<file path="src/rtl/core/pva_pkg.sv">
// ----------------------------------------------------------------------------
// pva_pkg
// shared types and constants of the polyphonic voice allocator
// ----------------------------------------------------------------------------
`default_nettype none

package pva_pkg;

    localparam int NOTE_W  = 7;
    localparam int VEL_W   = 7;
    localparam int VOICE_W = 4;
    localparam int ACT_W   = 3;
    localparam int COUNT_W = 5;

    typedef enum logic [1:0] {
        ST_IDLE,
        ST_SCAN,
        ST_COMMIT
    } state_t;

    typedef enum logic [ACT_W-1:0] {
        ACT_RETRIGGER = 3'd0,
        ACT_FREE      = 3'd1,
        ACT_STEAL     = 3'd2,
        ACT_RELEASE   = 3'd3,
        ACT_UNMATCHED = 3'd4
    } action_t;

    typedef struct packed {
        logic load;
        logic step;
        logic commit;
    } cmd_t;

    typedef struct packed {
        logic scan_last;
        logic out_free;
    } status_t;

endpackage

`default_nettype wire

</file>
<file path="src/rtl/core/pva_event_if.sv">
// ----------------------------------------------------------------------------
// pva_event_if
// note event channel: note number and velocity with valid/ready
// ----------------------------------------------------------------------------
`default_nettype none

interface pva_event_if;
    logic                       valid;
    logic                       ready;
    logic [pva_pkg::NOTE_W-1:0] note;
    logic [pva_pkg::VEL_W-1:0]  velocity;

    modport source (output valid, output note, output velocity, input ready);
    modport sink   (input valid, input note, input velocity, output ready);
endinterface

`default_nettype wire

</file>
<file path="src/rtl/core/pva_result_if.sv">
// ----------------------------------------------------------------------------
// pva_result_if
// allocation result channel with valid/ready
// ----------------------------------------------------------------------------
`default_nettype none

interface pva_result_if;
    logic                        valid;
    logic                        ready;
    logic [pva_pkg::VOICE_W-1:0] voice;
    logic [pva_pkg::ACT_W-1:0]   action;
    logic [pva_pkg::NOTE_W-1:0]  note_out;
    logic [pva_pkg::VEL_W-1:0]   velocity_out;
    logic [pva_pkg::COUNT_W-1:0] active_count;

    modport source (output valid, output voice, output action, output note_out,
                    output velocity_out, output active_count, input ready);
    modport sink   (input valid, input voice, input action, input note_out,
                    input velocity_out, input active_count, output ready);
endinterface

`default_nettype wire

</file>
<file path="src/rtl/core/pva_ctrl.sv">
// ----------------------------------------------------------------------------
// pva_ctrl
// sequencer: accept a request, scan the voices, commit the allocation
// ----------------------------------------------------------------------------
`default_nettype none

module pva_ctrl (
    input  wire logic             clk,
    input  wire logic             rst_n,
    input  wire logic             in_valid,
    output logic                  in_ready,
    input  wire pva_pkg::status_t status,
    output pva_pkg::cmd_t         cmd
);

    pva_pkg::state_t state_reg;
    pva_pkg::state_t state_next;

    always_ff @(posedge clk or negedge rst_n)
    begin
        if (!rst_n)
        begin
            state_reg <= pva_pkg::ST_IDLE;
        end
        else
        begin
            state_reg <= state_next;
        end
    end

    always_comb
    begin
        state_next = state_reg;
        case (state_reg)
            pva_pkg::ST_IDLE:
            begin
                if (in_valid)
                begin
                    state_next = pva_pkg::ST_SCAN;
                end
            end
            pva_pkg::ST_SCAN:
            begin
                if (status.scan_last)
                begin
                    state_next = pva_pkg::ST_COMMIT;
                end
            end
            pva_pkg::ST_COMMIT:
            begin
                if (status.out_free)
                begin
                    state_next = pva_pkg::ST_IDLE;
                end
            end
            default:
            begin
                state_next = pva_pkg::ST_IDLE;
            end
        endcase
    end

    always_comb
    begin
        in_ready   = 1'b0;
        cmd.load   = 1'b0;
        cmd.step   = 1'b0;
        cmd.commit = 1'b0;
        case (state_reg)
            pva_pkg::ST_IDLE:
            begin
                in_ready = 1'b1;
                cmd.load = in_valid;
            end
            pva_pkg::ST_SCAN:
            begin
                cmd.step = 1'b1;
            end
            pva_pkg::ST_COMMIT:
            begin
                cmd.commit = status.out_free;
            end
            default:
            begin
                in_ready = 1'b0;
            end
        endcase
    end

endmodule

`default_nettype wire

</file>
<file path="src/rtl/core/pva_datapath.sv">
// ----------------------------------------------------------------------------
// pva_datapath
// voice table, round-robin pointer, one-voice-per-cycle scan, result register
// ----------------------------------------------------------------------------
`default_nettype none

module pva_datapath #(
    parameter int NUM_VOICES = 4
) (
    input  wire logic                        clk,
    input  wire logic                        rst_n,
    input  wire pva_pkg::cmd_t               cmd,
    output pva_pkg::status_t                 status,
    input  wire logic [pva_pkg::NOTE_W-1:0]  in_note,
    input  wire logic [pva_pkg::VEL_W-1:0]   in_velocity,
    output logic                             out_valid,
    input  wire logic                        out_ready,
    output logic [pva_pkg::VOICE_W-1:0]      out_voice,
    output logic [pva_pkg::ACT_W-1:0]        out_action,
    output logic [pva_pkg::NOTE_W-1:0]       out_note,
    output logic [pva_pkg::VEL_W-1:0]        out_velocity,
    output logic [pva_pkg::COUNT_W-1:0]      out_count
);

    localparam int IDX_W = $clog2(NUM_VOICES);
    localparam int CNT_W = $clog2(NUM_VOICES + 1);
    localparam logic [IDX_W-1:0] LAST_IDX = IDX_W'(NUM_VOICES - 1);
    localparam logic [IDX_W:0]   NV_EXT   = (IDX_W + 1)'(NUM_VOICES);

    // voice table
    logic [pva_pkg::NOTE_W-1:0] note_reg [NUM_VOICES];
    logic [NUM_VOICES-1:0]      gate_reg;
    logic [IDX_W-1:0]           ptr_reg;
    logic [IDX_W-1:0]           ptr_next;
    logic [CNT_W-1:0]           count_reg;
    logic [CNT_W-1:0]           count_next;

    // captured request
    logic [pva_pkg::NOTE_W-1:0] item_note_reg;
    logic [pva_pkg::VEL_W-1:0]  item_vel_reg;

    // scan trackers
    logic [IDX_W-1:0] scan_reg;
    logic             hit_found_reg;
    logic [IDX_W-1:0] hit_idx_reg;
    logic             hi_found_reg;
    logic [IDX_W-1:0] hi_idx_reg;
    logic             lo_found_reg;
    logic [IDX_W-1:0] lo_idx_reg;

    // result register
    logic                        out_valid_reg;
    logic [pva_pkg::VOICE_W-1:0] out_voice_reg;
    pva_pkg::action_t            out_action_reg;
    logic [pva_pkg::NOTE_W-1:0]  out_note_reg;
    logic [pva_pkg::VEL_W-1:0]   out_vel_reg;
    logic [pva_pkg::COUNT_W-1:0] out_count_reg;

    logic             cur_hit;
    logic             cur_free;
    logic             is_release;
    pva_pkg::action_t act;
    logic [IDX_W-1:0] tgt;
    logic [IDX_W:0]   tgt_inc;

    assign cur_hit  = gate_reg[scan_reg] && (note_reg[scan_reg] == item_note_reg);
    assign cur_free = !gate_reg[scan_reg];

    assign status.scan_last = (scan_reg == LAST_IDX);
    assign status.out_free  = !out_valid_reg || out_ready;

    assign is_release = (item_vel_reg == '0);

    always_comb
    begin
        act = pva_pkg::ACT_STEAL;
        tgt = ptr_reg;
        if (is_release)
        begin
            if (hit_found_reg)
            begin
                act = pva_pkg::ACT_RELEASE;
                tgt = hit_idx_reg;
            end
            else
            begin
                act = pva_pkg::ACT_UNMATCHED;
            end
        end
        else if (hit_found_reg)
        begin
            act = pva_pkg::ACT_RETRIGGER;
            tgt = hit_idx_reg;
        end
        else if (hi_found_reg)
        begin
            act = pva_pkg::ACT_FREE;
            tgt = hi_idx_reg;
        end
        else if (lo_found_reg)
        begin
            act = pva_pkg::ACT_FREE;
            tgt = lo_idx_reg;
        end
    end

    assign tgt_inc = {1'b0, tgt} + 1'b1;

    always_comb
    begin
        ptr_next   = ptr_reg;
        count_next = count_reg;
        case (act)
            pva_pkg::ACT_FREE:
            begin
                ptr_next   = (tgt_inc == NV_EXT) ? '0 : tgt_inc[IDX_W-1:0];
                count_next = count_reg + 1'b1;
            end
            pva_pkg::ACT_STEAL:
            begin
                ptr_next = (tgt_inc == NV_EXT) ? '0 : tgt_inc[IDX_W-1:0];
            end
            pva_pkg::ACT_RELEASE:
            begin
                count_next = count_reg - 1'b1;
            end
            default:
            begin
                ptr_next = ptr_reg;
            end
        endcase
    end

    // control state
    always_ff @(posedge clk or negedge rst_n)
    begin
        if (!rst_n)
        begin
            gate_reg      <= '0;
            ptr_reg       <= '0;
            count_reg     <= '0;
            out_valid_reg <= 1'b0;
        end
        else
        begin
            if (cmd.commit)
            begin
                ptr_reg   <= ptr_next;
                count_reg <= count_next;
                if (act == pva_pkg::ACT_RELEASE)
                begin
                    gate_reg[tgt] <= 1'b0;
                end
                else if (act != pva_pkg::ACT_UNMATCHED)
                begin
                    gate_reg[tgt] <= 1'b1;
                end
            end
            if (cmd.commit)
            begin
                out_valid_reg <= 1'b1;
            end
            else if (out_ready)
            begin
                out_valid_reg <= 1'b0;
            end
        end
    end

    // scan index and found flags
    always_ff @(posedge clk or negedge rst_n)
    begin
        if (!rst_n)
        begin
            scan_reg      <= '0;
            hit_found_reg <= 1'b0;
            hi_found_reg  <= 1'b0;
            lo_found_reg  <= 1'b0;
        end
        else if (cmd.load)
        begin
            scan_reg      <= '0;
            hit_found_reg <= 1'b0;
            hi_found_reg  <= 1'b0;
            lo_found_reg  <= 1'b0;
        end
        else if (cmd.step)
        begin
            if (!status.scan_last)
            begin
                scan_reg <= scan_reg + 1'b1;
            end
            if (!hit_found_reg && cur_hit)
            begin
                hit_found_reg <= 1'b1;
            end
            if (!hi_found_reg && cur_free && (scan_reg >= ptr_reg))
            begin
                hi_found_reg <= 1'b1;
            end
            if (!lo_found_reg && cur_free)
            begin
                lo_found_reg <= 1'b1;
            end
        end
    end

    // payload
    always_ff @(posedge clk)
    begin
        if (cmd.load)
        begin
            item_note_reg <= in_note;
            item_vel_reg  <= in_velocity;
        end
        if (cmd.step)
        begin
            if (!hit_found_reg && cur_hit)
            begin
                hit_idx_reg <= scan_reg;
            end
            if (!hi_found_reg && cur_free && (scan_reg >= ptr_reg))
            begin
                hi_idx_reg <= scan_reg;
            end
            if (!lo_found_reg && cur_free)
            begin
                lo_idx_reg <= scan_reg;
            end
        end
        if (cmd.commit)
        begin
            if ((act != pva_pkg::ACT_RELEASE) && (act != pva_pkg::ACT_UNMATCHED))
            begin
                note_reg[tgt] <= item_note_reg;
            end
            out_action_reg <= act;
            out_vel_reg    <= item_vel_reg;
            out_count_reg  <= pva_pkg::COUNT_W'(count_next);
            if (act == pva_pkg::ACT_UNMATCHED)
            begin
                out_voice_reg <= '0;
                out_note_reg  <= '0;
            end
            else
            begin
                out_voice_reg <= pva_pkg::VOICE_W'(tgt);
                out_note_reg  <= item_note_reg;
            end
        end
    end

    assign out_valid    = out_valid_reg;
    assign out_voice    = out_voice_reg;
    assign out_action   = out_action_reg;
    assign out_note     = out_note_reg;
    assign out_velocity = out_vel_reg;
    assign out_count    = out_count_reg;

endmodule

`default_nettype wire

</file>
<file path="src/rtl/core/poly_voice_allocator.sv">
// ----------------------------------------------------------------------------
// poly_voice_allocator
// round-robin voice allocation with stealing for note events
// one request at a time: the request is captured, the scan reads one voice of
//   the table per cycle, and the commit writes the table and the result register
//   once the previous result has been taken
// a new request is taken while the previous result waits in its register
// reset clears all gates, the round-robin pointer and the active count
// ----------------------------------------------------------------------------
`default_nettype none

module poly_voice_allocator #(
    parameter int NUM_VOICES = 4
) (
    input  wire logic      clk,
    input  wire logic      rst_n,
    pva_event_if.sink      evt,
    pva_result_if.source   res
);

    pva_pkg::cmd_t    cmd;
    pva_pkg::status_t status;
    logic             in_ready;

    pva_ctrl u_ctrl (
        .clk      (clk),
        .rst_n    (rst_n),
        .in_valid (evt.valid),
        .in_ready (in_ready),
        .status   (status),
        .cmd      (cmd)
    );

    pva_datapath #(
        .NUM_VOICES (NUM_VOICES)
    ) u_datapath (
        .clk          (clk),
        .rst_n        (rst_n),
        .cmd          (cmd),
        .status       (status),
        .in_note      (evt.note),
        .in_velocity  (evt.velocity),
        .out_valid    (res.valid),
        .out_ready    (res.ready),
        .out_voice    (res.voice),
        .out_action   (res.action),
        .out_note     (res.note_out),
        .out_velocity (res.velocity_out),
        .out_count    (res.active_count)
    );

    assign evt.ready = in_ready;

endmodule

`default_nettype wire

</file>
<file path="src/flat_wrapper.sv">
// flat-port wrapper written by rule: the top's interface ports become plain ports
module poly_voice_allocator_flat 
#(
    parameter int NUM_VOICES = 4
)
  (clk, rst_n, evt_valid, evt_note, evt_velocity, evt_ready, res_valid, res_voice, res_action, res_note_out, res_velocity_out, res_active_count, res_ready);
  pva_event_if evt_i ();
  pva_result_if res_i ();
  input  wire logic clk;
  input  wire logic rst_n;
  input wire logic [$bits(evt_i.valid)-1:0] evt_valid;
  input wire logic [$bits(evt_i.note)-1:0] evt_note;
  input wire logic [$bits(evt_i.velocity)-1:0] evt_velocity;
  output wire logic [$bits(evt_i.ready)-1:0] evt_ready;
  output wire logic [$bits(res_i.valid)-1:0] res_valid;
  output wire logic [$bits(res_i.voice)-1:0] res_voice;
  output wire logic [$bits(res_i.action)-1:0] res_action;
  output wire logic [$bits(res_i.note_out)-1:0] res_note_out;
  output wire logic [$bits(res_i.velocity_out)-1:0] res_velocity_out;
  output wire logic [$bits(res_i.active_count)-1:0] res_active_count;
  input wire logic [$bits(res_i.ready)-1:0] res_ready;
  assign evt_i.valid = evt_valid;
  assign evt_i.note = evt_note;
  assign evt_i.velocity = evt_velocity;
  assign evt_ready = evt_i.ready;
  assign res_valid = res_i.valid;
  assign res_voice = res_i.voice;
  assign res_action = res_i.action;
  assign res_note_out = res_i.note_out;
  assign res_velocity_out = res_i.velocity_out;
  assign res_active_count = res_i.active_count;
  assign res_i.ready = res_ready;
  poly_voice_allocator #(.NUM_VOICES(NUM_VOICES)) u_core (.clk(clk), .rst_n(rst_n), .evt(evt_i), .res(res_i));
endmodule
</file>
<file path="config.mk">
export PLATFORM = sky130hd
export DESIGN_NAME = poly_voice_allocator_flat
export DESIGN_NICKNAME = d
export VERILOG_FILES = /design/src/rtl/core/pva_pkg.sv /design/src/rtl/core/pva_event_if.sv /design/src/rtl/core/pva_result_if.sv /design/src/rtl/core/pva_ctrl.sv /design/src/rtl/core/pva_datapath.sv /design/src/rtl/core/poly_voice_allocator.sv /design/src/flat_wrapper.sv
export SDC_FILE = /design/constraint.sdc
export NUM_CORES = 1
export LEC_CHECK = 0
export BUFFER_PORTS_ARGS = -buffer_cell sky130_fd_sc_hd__buf_2
export CAP_MARGIN = 20
export CORE_AREA = 5 5 91 93
export DETAILED_ROUTE_END_ITERATION = 8
export DIE_AREA = 0 0 96 98
export PLACE_DENSITY = 0.73
export SETUP_SLACK_MARGIN = 0.4
export SLEW_MARGIN = 0
export SYNTH_ARGS = -nofsm -noshare
export SYNTH_HDL_FRONTEND = slang
export SYNTH_HIERARCHICAL = 1
export SYNTH_SLANG_ARGS = --single-unit
</file>
<file path="constraint.sdc">
create_clock -name clk -period 2.76 [get_ports clk]
set_input_delay 0.276 -clock clk [delete_from_list [all_inputs] [get_ports clk]]
set_output_delay 0.276 -clock clk [all_outputs]
set_load 0.02 [all_outputs]
</file>
==> flow_summary.ini <==
[die]
initial_core_util = 0.4881
fp.dieW_um = 96
die_height_um = 98
core_sq_um = 7447
io_pins = 46
row_count = 32
dieArea_sq_um = 9408

[global_route]
grt_pass1_vias = 1972
grt_pass1_wl_um = 10090
grt_max_degree = 21
antenna_found_initial = 0
overflow = 0
grt_use_total = 0.1449

[finish]
antennaDiodeCount = 0
layout.nets = 314
final_area_sq_um = 4189
syn2layout_area_growth_pct = 15.25
final_cell_mix = edfxtp_1 (70), buf_2 (41), dfrtp_1 (16)
fillers = 594
layout-drive-gt1-share = 0.2877
mostFrequentLayoutCell = edfxtp_1
largest_reg_flops = 28
fin_cells = 394

[timing]
hold_violations = 0
fin_crit_sh = 0.8439
clock_skew_ns = 0.007138
maxSlewHeadroom = 0.6170
fin_crit_ns = 2.329
tns_ns = 0
slew_viol_final = 0
clock.fmax_mhz = 429.3
setup_ws_ns = 0.4308
tightest_slew_ns = 0.5739
setup_viol = 0
rsz0062_at_grt = true

[routing]
viasPerCell = 5.086
postRouteAntennaNets = 0
drtIter0Drc = 116
via_count = 2004
wl_per_cell_um = 15.99
post-route-drc-count = 0
first_pass_iters = 4
routed_wl_um = 6299

[synth]
ys.flop_type = edfxtp_1
syn_area_per_cell_sq_um = 15.40
synthArstFlopShare = 0.1954
ys_types = 43
synth-xor-area-share = 0.03614
ys_seq_area_frac = 0.6954
yosys.area_share.adder = 0.03305
synth_compound_area_frac = 0.04750
syn-cell-area_sq_um = 3635
ys_ff_latch = 87
synth_edf_count = 70
ys_warn_count = 6
muxShareOfSynthArea = 0.06540
synth_top_family_by_area = simple AND/OR/NAND/NOR gates
yosys.area_share.simple = 0.09570
synthCells = 236

[worst_hold_path]
holdCritStartpoint = evt_note[3]
min_path_type = in2reg

[placed_design]
hpwlAfterDp_um = 4435
gp_congestion = 0.7872
pre_cts_ws_ns = 0.1865
placed_area_sq_um = 3940
io_buffers = 41
dp_cells = 376

[clock_tree]
cts.sinks = 87
cts_inserted_buffers = 9
clock_latency_ns = 0.35
cts.clk_slew.worst_paths_ns = 0.09
clockBufferDepth = 2
clock-root-buffer = clkbuf_8
htreeDepth = 3
cts_tree = done

[run_status]
outcome = finished, final reports clean

[worst_setup_path]
rr_worst_depth = 7
endpoint = u_core/u_datapath/note_reg[1][6]$_DFFE_PP_
reg2reg_to = u_core/u_datapath/note_reg[1][6]$_DFFE_PP_
r2r-start = u_core/u_datapath/item_vel_reg[6]$_DFFE_PP_
worstPathRequired_ns = 2.82
timing.critical_path.from = u_core/u_datapath/item_vel_reg[6]$_DFFE_PP_
r2r_slack_ns = 0.43
startpoint_type = register
crit_arrival_ns = 2.39
worstPathMaxFanout = 8
endpoint_kind = register
crit_type = reg2reg

[job]
maxCapViolations = 0

[power]
vdd_drop_max_uv = 341.5
powerDensity_nw_per_um2 = 927.9
leakage_uw = 0.001605
## power by group
group	switching (uW)	internal (uW)
Combinational	548	506
Clock	451	420
Sequential	254	1710
Total	1250	2630
## per-layer routing
layer / global-route usage / wire length [um] / vias up / share of wire
li1: - / - / 962 / -
met5: 0 / 0 / - / 0
met4: 0.04595 / 53 / 0 / 0.0084
met2: 0.2448 / 3343 / 45 / 0.53
met1: 0.1757 / 2605 / 990 / 0.41
met3: 0.04391 / 297 / 7 / 0.047
## cells by family after synthesis
group,after synthesis
AOI/OAI and AO/OA,26
xor gates and xnor gates,15
adders and majority gates,9
buffers and inverters,16
DFF,87
muxes,18
other,1
and+or+nand+nor,64
## how the worst min path moves through the flow
| stage | endpoint | cells after the start |
|---|---|---|
| after floorplan | u_core/u_ctrl/state_reg[0]$_DFFE_PN0P_ | 0 |
| after global placement | u_core/u_datapath/count_reg[0]$_DFFE_PN0P_ | 1 |
| after detailed placement | u_core/u_datapath/count_reg[0]$_DFFE_PN0P_ | 1 |
| after CTS | u_core/u_datapath/item_note_reg[0]$_DFFE_PP_ | 1 |
| after global routing | u_core/u_datapath/item_vel_reg[6]$_DFFE_PP_ | 1 |
| final | u_core/u_datapath/item_note_reg[3]$_DFFE_PP_ | 1 |
## area by class of cell
| class | instances | area [sq um] | area share |
|---|---|---|---|
| clock inverter | 7 | 71.32 | 0.01703 |
| clock buffer | 9 | 123.9 | 0.02957 |
| sequential | 87 | 2529 | 0.6036 |
| inverter | 6 | 22.52 | 0.005376 |
| tap | 102 | 127.6 | 0.03047 |
| multi-input combinational | 136 | 1062 | 0.2536 |
| timing repair buffer | 47 | 252.7 | 0.06033 |
## through the flow
stage / total power [uW] / util / hold slack, ns
3_3_place_gp: 2965 / 0.5291 / 0.2399
4_1_cts: 3895 / 0.5581 / 0.07654
3_5_place_dp: 3029 / 0.5291 / 0.2399
2_1_floorplan: 2765 / - / -0.01959
6_report: 3887 / 0.5625 / 0.09556
5_1_grt: 4137 / 0.5625 / 0.06435
## synth_stat cells (2+ instances only)
library cell  number  area share
and3_1             4      0.0069
edfxtp_1          70        0.58
nor2b_1            8       0.014
xor2_1             2      0.0048
o21ai_2            2      0.0048
o21a_1             2      0.0041
buf_6              2      0.0062
nand2_1           10       0.010
buf_4              5       0.010
o21ai_0            2      0.0028
nand3_1            8       0.011
ha_1               8       0.028
nand2b_1           5      0.0086
a21o_1             5       0.010
nor4_1             3      0.0052
o21ai_1            6      0.0083
inv_1              6      0.0062
mux2i_1           11       0.030
xnor2_1           13       0.031
nor2_1            14       0.014
mux4_2             4       0.025
clkbuf_1           3      0.0031
mux2_1             2      0.0062
dfrtp_1           17        0.12
nor3_1             3      0.0041
a21oi_1            4      0.0055
## worst max-delay path, stage by stage (launching register included)
cell	delay (ns)
edfxtp_1	0.43
or4_4	0.58
o21ai_4	0.17
a22oi_1	0.08
o21a_1	0.23
inv_2	0.10
ha_2	0.19
and3_4	0.26
## what timing repair did
| action | in CTS | in global routing |
|---|---|---|
| hold buffers | 1 | 0 |
| buffers inserted | 0 | 1 |
| gates resized for setup | 6 | 7 |
| setup endpoints to repair | 32 | 37 |
| pin swaps | 0 | 3 |
| gates cloned | 0 | 0 |
| endpoints found under the hold margin | 17 | 0 |
(Power assumes the default switching activity.)
